==> src/rtl/vfc_pkg.sv <==
// Shared types, constants and corner occlusion helpers for the voxel face cull block.
`timescale 1ns / 1ps

package vfc_pkg;

  // Grid size.
  localparam int SIDE_CELLS   = 16;
  localparam int HEIGHT_CELLS = 256;
  localparam int DEPTH        = SIDE_CELLS * HEIGHT_CELLS * SIDE_CELLS;
  localparam int ADDR_W       = $clog2(DEPTH);
  localparam int CELL_W       = 8;

  // Input field widths.
  localparam int X_W = 4;
  localparam int Y_W = 8;
  localparam int Z_W = 4;

  // Signed coordinate wide enough for -1 .. max dimension.
  localparam int MAX_DIM = (SIDE_CELLS > HEIGHT_CELLS) ? SIDE_CELLS : HEIGHT_CELLS;
  localparam int COORD_W = $clog2(MAX_DIM + 1) + 1;

  // 3x3x3 neighborhood, index = ix*9 + iy*3 + iz with each offset in 0..2.
  localparam int CUBE_CELLS = 27;
  localparam int CUBE_IDX_W = $clog2(CUBE_CELLS);
  localparam int OFF_MAX    = 2;
  localparam logic [CUBE_IDX_W-1:0] CUBE_LAST   = CUBE_IDX_W'(CUBE_CELLS - 1);
  localparam logic [CUBE_IDX_W-1:0] CUBE_CENTER = CUBE_IDX_W'(13);

  localparam int FACE_COUNT = 6;
  localparam int FACE_W     = 3;
  localparam int LEVEL_W    = 3;
  localparam int LEVEL_MAX  = 4;

  // Mode codes.
  localparam logic MODE_WRITE = 1'b0;
  localparam logic MODE_MESH  = 1'b1;

  // Neighbor across each face, in face order +Z, -Z, +Y, -Y, +X, -X.
  localparam logic [CUBE_IDX_W-1:0] NORMAL_IDX [FACE_COUNT] = '{
    CUBE_IDX_W'(14), CUBE_IDX_W'(12), CUBE_IDX_W'(16),
    CUBE_IDX_W'(10), CUBE_IDX_W'(22), CUBE_IDX_W'(4)
  };

  // Corner sign codes {sx, sy, sz}, a set bit meaning the positive direction.
  localparam logic [2:0] CORNER_TAB [FACE_COUNT][4] = '{
    '{3'b001, 3'b101, 3'b111, 3'b011},
    '{3'b100, 3'b000, 3'b010, 3'b110},
    '{3'b010, 3'b011, 3'b111, 3'b110},
    '{3'b001, 3'b000, 3'b100, 3'b101},
    '{3'b101, 3'b100, 3'b110, 3'b111},
    '{3'b000, 3'b001, 3'b011, 3'b010}
  };

  typedef logic signed [COORD_W-1:0] coord_t;
  typedef logic [CUBE_CELLS-1:0] cube_t;

  typedef enum logic [2:0] {
    SCAN_CLEAR,
    SCAN_IDLE,
    SCAN_READ,
    SCAN_DRAIN,
    SCAN_HAND
  } scan_state_t;

  typedef struct packed {
    logic              mode;
    logic [X_W-1:0]    cell_x;
    logic [Y_W-1:0]    cell_y;
    logic [Z_W-1:0]    cell_z;
    logic [CELL_W-1:0] block_code;
  } item_t;

  // Finished neighborhood passed from the scanner to the face emitter.
  typedef struct packed {
    logic  valid;
    cube_t cube;
  } cube_hand_t;

  typedef struct packed {
    logic [FACE_W-1:0]        face_dir;
    logic [3:0][LEVEL_W-1:0]  level;
    logic                     last;
  } rec_t;

  function automatic logic in_grid(input coord_t x, input coord_t y, input coord_t z);
    return (x >= 0) && (x < coord_t'(SIDE_CELLS)) &&
           (y >= 0) && (y < coord_t'(HEIGHT_CELLS)) &&
           (z >= 0) && (z < coord_t'(SIDE_CELLS));
  endfunction

  function automatic logic [ADDR_W-1:0] cell_addr(input coord_t x, input coord_t y,
                                                  input coord_t z);
    logic [ADDR_W-1:0] ax;
    logic [ADDR_W-1:0] ay;
    logic [ADDR_W-1:0] az;
    ax = ADDR_W'($unsigned(x));
    ay = ADDR_W'($unsigned(y));
    az = ADDR_W'($unsigned(z));
    return ADDR_W'(ax * ADDR_W'(HEIGHT_CELLS * SIDE_CELLS) + ay * ADDR_W'(SIDE_CELLS) + az);
  endfunction

  function automatic logic [CUBE_IDX_W-1:0] cube_idx(input logic [1:0] ix,
                                                     input logic [1:0] iy,
                                                     input logic [1:0] iz);
    return CUBE_IDX_W'(CUBE_IDX_W'(ix) * CUBE_IDX_W'(9) + CUBE_IDX_W'(iy) * CUBE_IDX_W'(3) +
                       CUBE_IDX_W'(iz));
  endfunction

  // Three side neighbors count one each, the corner diagonal counts two.
  function automatic logic [LEVEL_W-1:0] corner_level(input cube_t cube, input logic [2:0] sgn);
    logic [1:0]         ix;
    logic [1:0]         iy;
    logic [1:0]         iz;
    logic [LEVEL_W-1:0] n;
    ix = sgn[2] ? 2'd2 : 2'd0;
    iy = sgn[1] ? 2'd2 : 2'd0;
    iz = sgn[0] ? 2'd2 : 2'd0;
    n = LEVEL_W'(cube[cube_idx(ix, 2'd1, 2'd1)]) +
        LEVEL_W'(cube[cube_idx(2'd1, iy, 2'd1)]) +
        LEVEL_W'(cube[cube_idx(2'd1, 2'd1, iz)]) +
        LEVEL_W'({cube[cube_idx(ix, iy, iz)], 1'b0});
    return (n > LEVEL_W'(LEVEL_MAX)) ? LEVEL_W'(LEVEL_MAX) : n;
  endfunction

endpackage

==> src/rtl/vfc_emit.sv <==
// Face emitter: picks visible faces one at a time and computes their corner occlusion.
`timescale 1ns / 1ps

module vfc_emit (
  input  logic                clk,
  input  logic                rst_n,
  input  vfc_pkg::cube_hand_t hand,
  output logic                hand_take,
  output logic                out_valid,
  input  logic                out_ready,
  output vfc_pkg::rec_t       out_rec
);
  import vfc_pkg::*;

  cube_t                 cube_r;
  logic [FACE_COUNT-1:0] mask_r;
  logic                  out_valid_r;
  rec_t                  out_rec_r;

  logic [FACE_COUNT-1:0] vis;
  logic [FACE_COUNT-1:0] rest;
  logic [FACE_W-1:0]     sel;
  logic                  found;
  logic                  adv;
  rec_t                  rec_nxt;

  assign hand_take = hand.valid && (mask_r == '0);
  assign adv       = (mask_r != '0) && (!out_valid_r || out_ready);

  always_comb begin
    for (int f = 0; f < FACE_COUNT; f++) begin
      vis[f] = hand.cube[CUBE_CENTER] && !hand.cube[NORMAL_IDX[f]];
    end
  end

  always_comb begin
    found = 1'b0;
    sel   = '0;
    for (int f = 0; f < FACE_COUNT; f++) begin
      if (!found && mask_r[f]) begin
        found = 1'b1;
        sel   = FACE_W'(f);
      end
    end
    rest             = mask_r & ~(FACE_COUNT'(1) << sel);
    rec_nxt.face_dir = sel;
    for (int c = 0; c < 4; c++) begin
      rec_nxt.level[c] = corner_level(cube_r, CORNER_TAB[sel][c]);
    end
    rec_nxt.last = (rest == '0);
  end

  always_ff @(posedge clk) begin
    if (!rst_n) begin
      mask_r      <= '0;
      out_valid_r <= 1'b0;
    end else begin
      if (hand_take) begin
        mask_r <= vis;
      end else if (adv) begin
        mask_r <= rest;
      end
      if (adv) begin
        out_valid_r <= 1'b1;
      end else if (out_ready) begin
        out_valid_r <= 1'b0;
      end
    end
  end

  always_ff @(posedge clk) begin
    if (hand_take) begin
      cube_r <= hand.cube;
    end
    if (adv) begin
      out_rec_r <= rec_nxt;
    end
  end

  assign out_valid = out_valid_r;
  assign out_rec   = out_rec_r;

  // A cell's neighborhood stays put until all of its faces are out.
  a_cube_hold: assert property (@(posedge clk) disable iff (!rst_n)
    (mask_r != '0) |=> $stable(cube_r))
    else $error("neighborhood replaced while faces were pending");

  // A record that is not the last one leaves faces of the same cell pending.
  a_more_faces: assert property (@(posedge clk) disable iff (!rst_n)
    (out_valid_r && out_ready && !out_rec_r.last) |-> (mask_r != '0))
    else $error("record not marked last but no face remains");

endmodule

==> config.mk <==
export PLATFORM = sky130hd
export DESIGN_NAME = vfc_emit
export DESIGN_NICKNAME = d
export VERILOG_FILES = /design/src/rtl/vfc_pkg.sv /design/src/rtl/vfc_emit.sv
export SDC_FILE = /design/constraint.sdc
export NUM_CORES = 1
export LEC_CHECK = 0
export ABC_AREA = 1
export BUFFER_PORTS_ARGS = -buffer_cell sky130_fd_sc_hd__buf_2
export CAP_MARGIN = 20
export CORE_ASPECT_RATIO = 1.75
export CORE_MARGIN = 8
export CORE_UTILIZATION = 40
export CTS_CLUSTER_DIAMETER = 150
export DETAILED_ROUTE_END_ITERATION = 7
export SLEW_MARGIN = 25
export SYNTH_ARGS = -nofsm -noshare
export SYNTH_HDL_FRONTEND = slang
export SYNTH_SLANG_ARGS = --single-unit
==> constraint.sdc <==
create_clock -name clk -period 5.25 [get_ports clk]
set_clock_uncertainty 0.05 [all_clocks]
set_input_delay 1.05 -clock clk [delete_from_list [all_inputs] [get_ports clk]]
set_output_delay 1.05 -clock clk [all_outputs]
set_load 0.03 [all_outputs]
# Yosys cells after proc, flatten, opt, wreduce, memory -nomap -nowiden

Memory sizes are Yosys's and may differ from the RTL's.
Cells that the tools add are included.

Add/sub/neg operators: 40
Multiply operators: 8
Magnitude comparators: 21
Shift operators: 1
Multiplexer cells: 60
Bitwise logic cells: 3
Reduce and logical (&&, ||, !) cells: 31

Operators by type and width:

| kind                  | count |
|---|---|
| $lt A5 B6 Y1 const B  | 16 |
| $bmux W1 S5           | 16 |
| $add A5 B1 Y5 const B | 8 |
| $mux W1               | 24 |
| $mux W12              | 2 |
| $mux W2               | 12 |
| $add A4 B2 Y5 const A | 4 |
| $add A4 B4 Y5 const A | 4 |
| $add A5 B2 Y5         | 4 |
| $add A5 B2 Y5 const B | 4 |
| $add A5 B4 Y5         | 4 |
| $mul A2 B4 Y5 const B | 4 |
| $mul A2 B2 Y4 const B | 4 |
| $logic_and A1 B1 Y1   | 13 |
| $add A2 B1 Y3         | 4 |
| $add A3 B2 Y3         | 4 |
| $gt A3 B3 Y1 const B  | 4 |
| $logic_not A1 Y1      | 12 |
| $logic_not A6 Y1      | 2 |
| $mux W3               | 4 |
| $mux W6               | 2 |
| $add A1 B1 Y2         | 4 |
| $and A6 B6 Y6         | 1 |
| $not A6 Y6            | 1 |
| other kinds (6)       | 7 |

Bits in registers: 50
Bits in read-only memories: 96
Bits of input ports: 31
Output and inout bits: 18
Memories: 1

Memories:

| name             | depth | width | rd ports | clocked after Yosys merged registers in | wr ports | RTL line       | source |
|---|---|---|---|---|---|---|---|
| (name not given) | 8     | 12    | 1        | 0                                       | 0        | vfc_emit.sv:48 | `rec_nxt.level[c] = corner_level(cube_r, CORNER_TAB[sel][c]);` |

# Longest topological paths before layout

Word-level depth: 30
Mapped depth: 24

# Worst setup path before layout

OpenSTA, ideal clock, no wires.

Path type: register -> register
Start: reg mask_r[2]
End: reg out_rec_r, in the netlist out_rec[10], data pin
Library setup time: 0.251 ns
Arrival: 3.294 ns
Data required time: 4.949 ns
Path slack: 1.656 ns
Stages on the path, launching flop included: 24
Cell sequence: dfxtp_1 > nor2_4 > nand2_4 > inv_2 > nand3_2 > inv_1 > a21oi_1 > inv_1 > ha_1 > o21ai_0 > inv_1 > ha_1 > a21o_1 > ha_1 > nor2_1 > nand3_1 > nand2_1 > nor2_1 > nand2_1 > nand2_1 > inv_1 > ha_1 > o21a_1 > nor2_1

RTL lines:

| element                | RTL line       | source |
|---|---|---|
| start, declared        | vfc_emit.sv:16 | `logic [FACE_COUNT-1:0] mask_r;` |
| start signal, assigned | vfc_emit.sv:59 | `mask_r <= vis;` |
| start signal, assigned | vfc_emit.sv:61 | `mask_r <= rest;` |
| end signal, assigned   | vfc_emit.sv:76 | `out_rec_r <= rec_nxt;` |
| end, declared          | vfc_emit.sv:18 | `rec_t out_rec_r;` |

==> results by group <==
Min path
  – Worst Hold Launch: out_valid
  – HP Class: flip-flop to flip-flop
  – Hold Crit Depth: 4
  – Hold Path Sink: mask_r[5]

Worst setup path
  – CP startpoint: mask_r[0]
  – Worst Path Class, Setup: flip-flop to flip-flop
  – Reg2reg end: out_rec[11]
  – Buf/Inv on CP: 5
  – CP Data Required Time: 5360 ps
  – Worst setup EP type: flip-flop
  – Startpoint types: flip-flop
  – Critical path's top delay family: adder cells
  – Crit Path Max Fanout: 7
  – Worst path cell trace: nor2_4, nand2_4, inv_2, nand3_2, inv_1, a21oi_1, inv_1, ha_1, o21ai_0, inv_1, ha_1, a21o_1, ha_1, nor2_1, nand3_1, nand2_1, nor2_1, nand2_1, nand2_1, inv_1, ha_1, o21a_1, nor2_1
  – Crit-path slowest cell: dfxtp_1
  – CP peak stage delay: 440 ps
  – Crit path DAT: ~4300 ps
  – Reg2reg path depth: 23
  – R2r setup slk: between 1000 and 1500 ps
  – R2r startpoint: mask_r[0]

Finish
  – # diodes: 0
  – Cell area after layout: about 2800 µm²
  – Area of the multi-input gates: around 1200 µm²
  – Share of layout cells above drive strength 1: approximately 17%
  – Post-route insts no fill: roughly 430
  – Filler instances: approximately 670
  – P&R area growth vs syn: 13.1%
  – Seq. cell area: approximately 1000 µm²
  – Nets: about 400

Synthesis
  – Net Count, Synth: 360
  – Seq/Total Area, Yosys: a little over two fifths
  – Top_reg_cell synth: edfxtp_1
  – Cell variety after synth: 27
  – Synth top cells by count: nand2_1, inv_1, nand3_1
  – Syn. warnings: 0
  – Top-area cell type share of the netlist area: a little over a third
  – Cell taking the most area after synthesis: edfxtp_1
  – Asr flop ratio synth: 0%
  – Post-Syn Area: 2490 µm²
  – Post-synth EDFFs: 30
  – Mean Syn Cell Area: 8.05 µm²
  – Most common cell in the synthesized netlist: nand2_1
  – Synth Register Bits: 37
  – Cells after Synth: 309
  – Area contributors post-synth: edfxtp_1, nand2_1, inv_1, nand3_1, ha_1

STA
  – Worst-Margin Slew: between 700 and 800 ps
  – Final Hold Fails: 0
  – Max-slew headroom: 47.0%
  – RSZ-0062 raised after global routing: false
  – Period utilization: 79.9%
  – Tmin final: about 4200 ps
  – Setup TNS: 0 ps
  – Max-slew violation count: 0
  – Endpoints failing setup: 0
  – Worst Hold Slack: between 500 and 600 ps
  – Fmax: between 200 and 250 MHz

GRT
  – Vias in the first global route: between 2000 and 2500
  – First-pass GRT wire length: 9270 µm
  – Largest net degree at the start of global routing: 21
  – Busiest grt layer: met2
  – Initial antenna violation count: 0
  – GRT Total Usage: 13.4%
  – GR Util met1: roughly an eighth
  – Met3 usage: approximately 2.4%
  – Met2 Track Usage GR: 24.3%
  – Total grt overflow: 0

Die
  – Starting Density: between 40% and 50%
  – Die area: roughly 9100 µm²
  – Die height: 120 µm
  – Core area: approximately 6000 µm²
  – # rows: 38
  – Num ports: between 40 and 50
  – Die width: 75.6 µm

Detailed routing
  – Routed wire length: between 5000 and 6000 µm
  – WL per Instance: 13.1 µm
  – TritonRoute pass-1 iters: 4
  – Post-DRT Antenna Nets: 0
  – Detailed Route Iter0 Violations: between 60 and 70
  – Vias: 2088
  – DRC Markers: 0
  – Via density: between 4 and 5

Flow run
  – Maxcap violations: 0

Clock tree
  – Clock latency on the worst-skew pair: roughly 300 ps
  – Hold_buf cts: 0
  – Post-CTS setup repair buffer count: 0
  – Worst-path clk slew: approximately 80 ps
  – Clock buffer count from CTS: 5
  – Post-CTS sizing: 0
  – CTS tree: built
  – CTS root buf: clkbuf_8
  – Num Clock Sinks: 37
  – CTS H-tree depth: 2
  – CTS Buffer Depth: 2

Place
  – DP Area: ~2700 µm²
  – Dpl hpwl: 4630 µm
  – Placed Cells incl. Taps: approximately 420
  – I/O Buffers: 36
  – Final Wtd Congestion: around 0.9

Outcome
  – Status: complete, no violations
stage by stage:
step                utilization (%)  setup slack, ps
detailed placement             44.8             1140
floorplan                         -             1660
global placement               44.8             1130
finish                         46.2             1060
global route                   46.2              759
CTS                            46.2             1090
worst register-to-register path, stage by stage, from the launching register on:
cell and delay, ps:
dfxtp_1 440, nor2_4 80, nand2_4 100, inv_2 70
nand3_2 130, inv_1 60, a21oi_1 250, inv_1 150
ha_1 300, o21ai_0 340, inv_1 90, ha_1 290
a21o_1 180, ha_1 380, nor2_1 90, nand3_1 80
nand2_1 50, nor2_1 170, nand2_1 70, nand2_1 70
inv_1 40, ha_1 300, o21a_1 190, nor2_1 80
cell families after synthesis:
kind of cell | count (synthesis) | share of synthesized area (%)
AND/OR/NAND/NOR | 140 | 25.2
buffers and inverters | 69 | 11.0
AO/OA/AOI/OAI | 43 | 10.7
flip-flops | 37 | 41.9
adder cells (fa/ha/maj) | 20 | 11.3
sequential cells by signal, summed over array words and instances, names as in the netlist:
register,flops
out_valid,1
mask_r,6
out_rec,16
cube_r,14
layout make-up:
cell class	count	share of cell area, %
inverters	63	8.41
well taps	80	3.56
repair buffers	36	6.41
flip-flops and latches	37	37.0
multi-input cells	203	41.7
clock buffers	6	2.58
clock inverters	2	0.356
placed cells by master, fill, tap and decap left out, drive strengths merged:
cell type and n:
nor2 27, nand2 67, ha 16, o21ai 27
clkinv 2, a21oi 7, clkbuf 6, nand4 1
fa 4, o21a 2, o211ai 2, a31o 1
buf 36, a31oi 1, nand3 45, edfxtp 30
inv 63, a21o 1, dfxtp 7, a21boi 2
worst max-delay path by stage:
stage	to	slack (ps)	depth (start not counted)
floorplan	out_rec[10]	1660	23
global placement	out_rec[10]	1130	23
detailed placement	out_rec[11]	1140	23
CTS	out_rec[11]	1090	23
global route	out_rec[10]	760	23
finish	out_rec[11]	1060	23
layer usage:
layer | share of wire [%] | vias up | routed length, µm
li1 | - | 1071 | -
met3 | 4.4 | 20 | 247
met1 | 37 | 942 | 2060
met5 | 0 | - | 0
met2 | 54 | 55 | 3000
met4 | 5.0 | 0 | 278
Power is left out: the tool's default activity adds up to more than one toggle a clock period on the data nets, which glitch-free logic cannot reach.
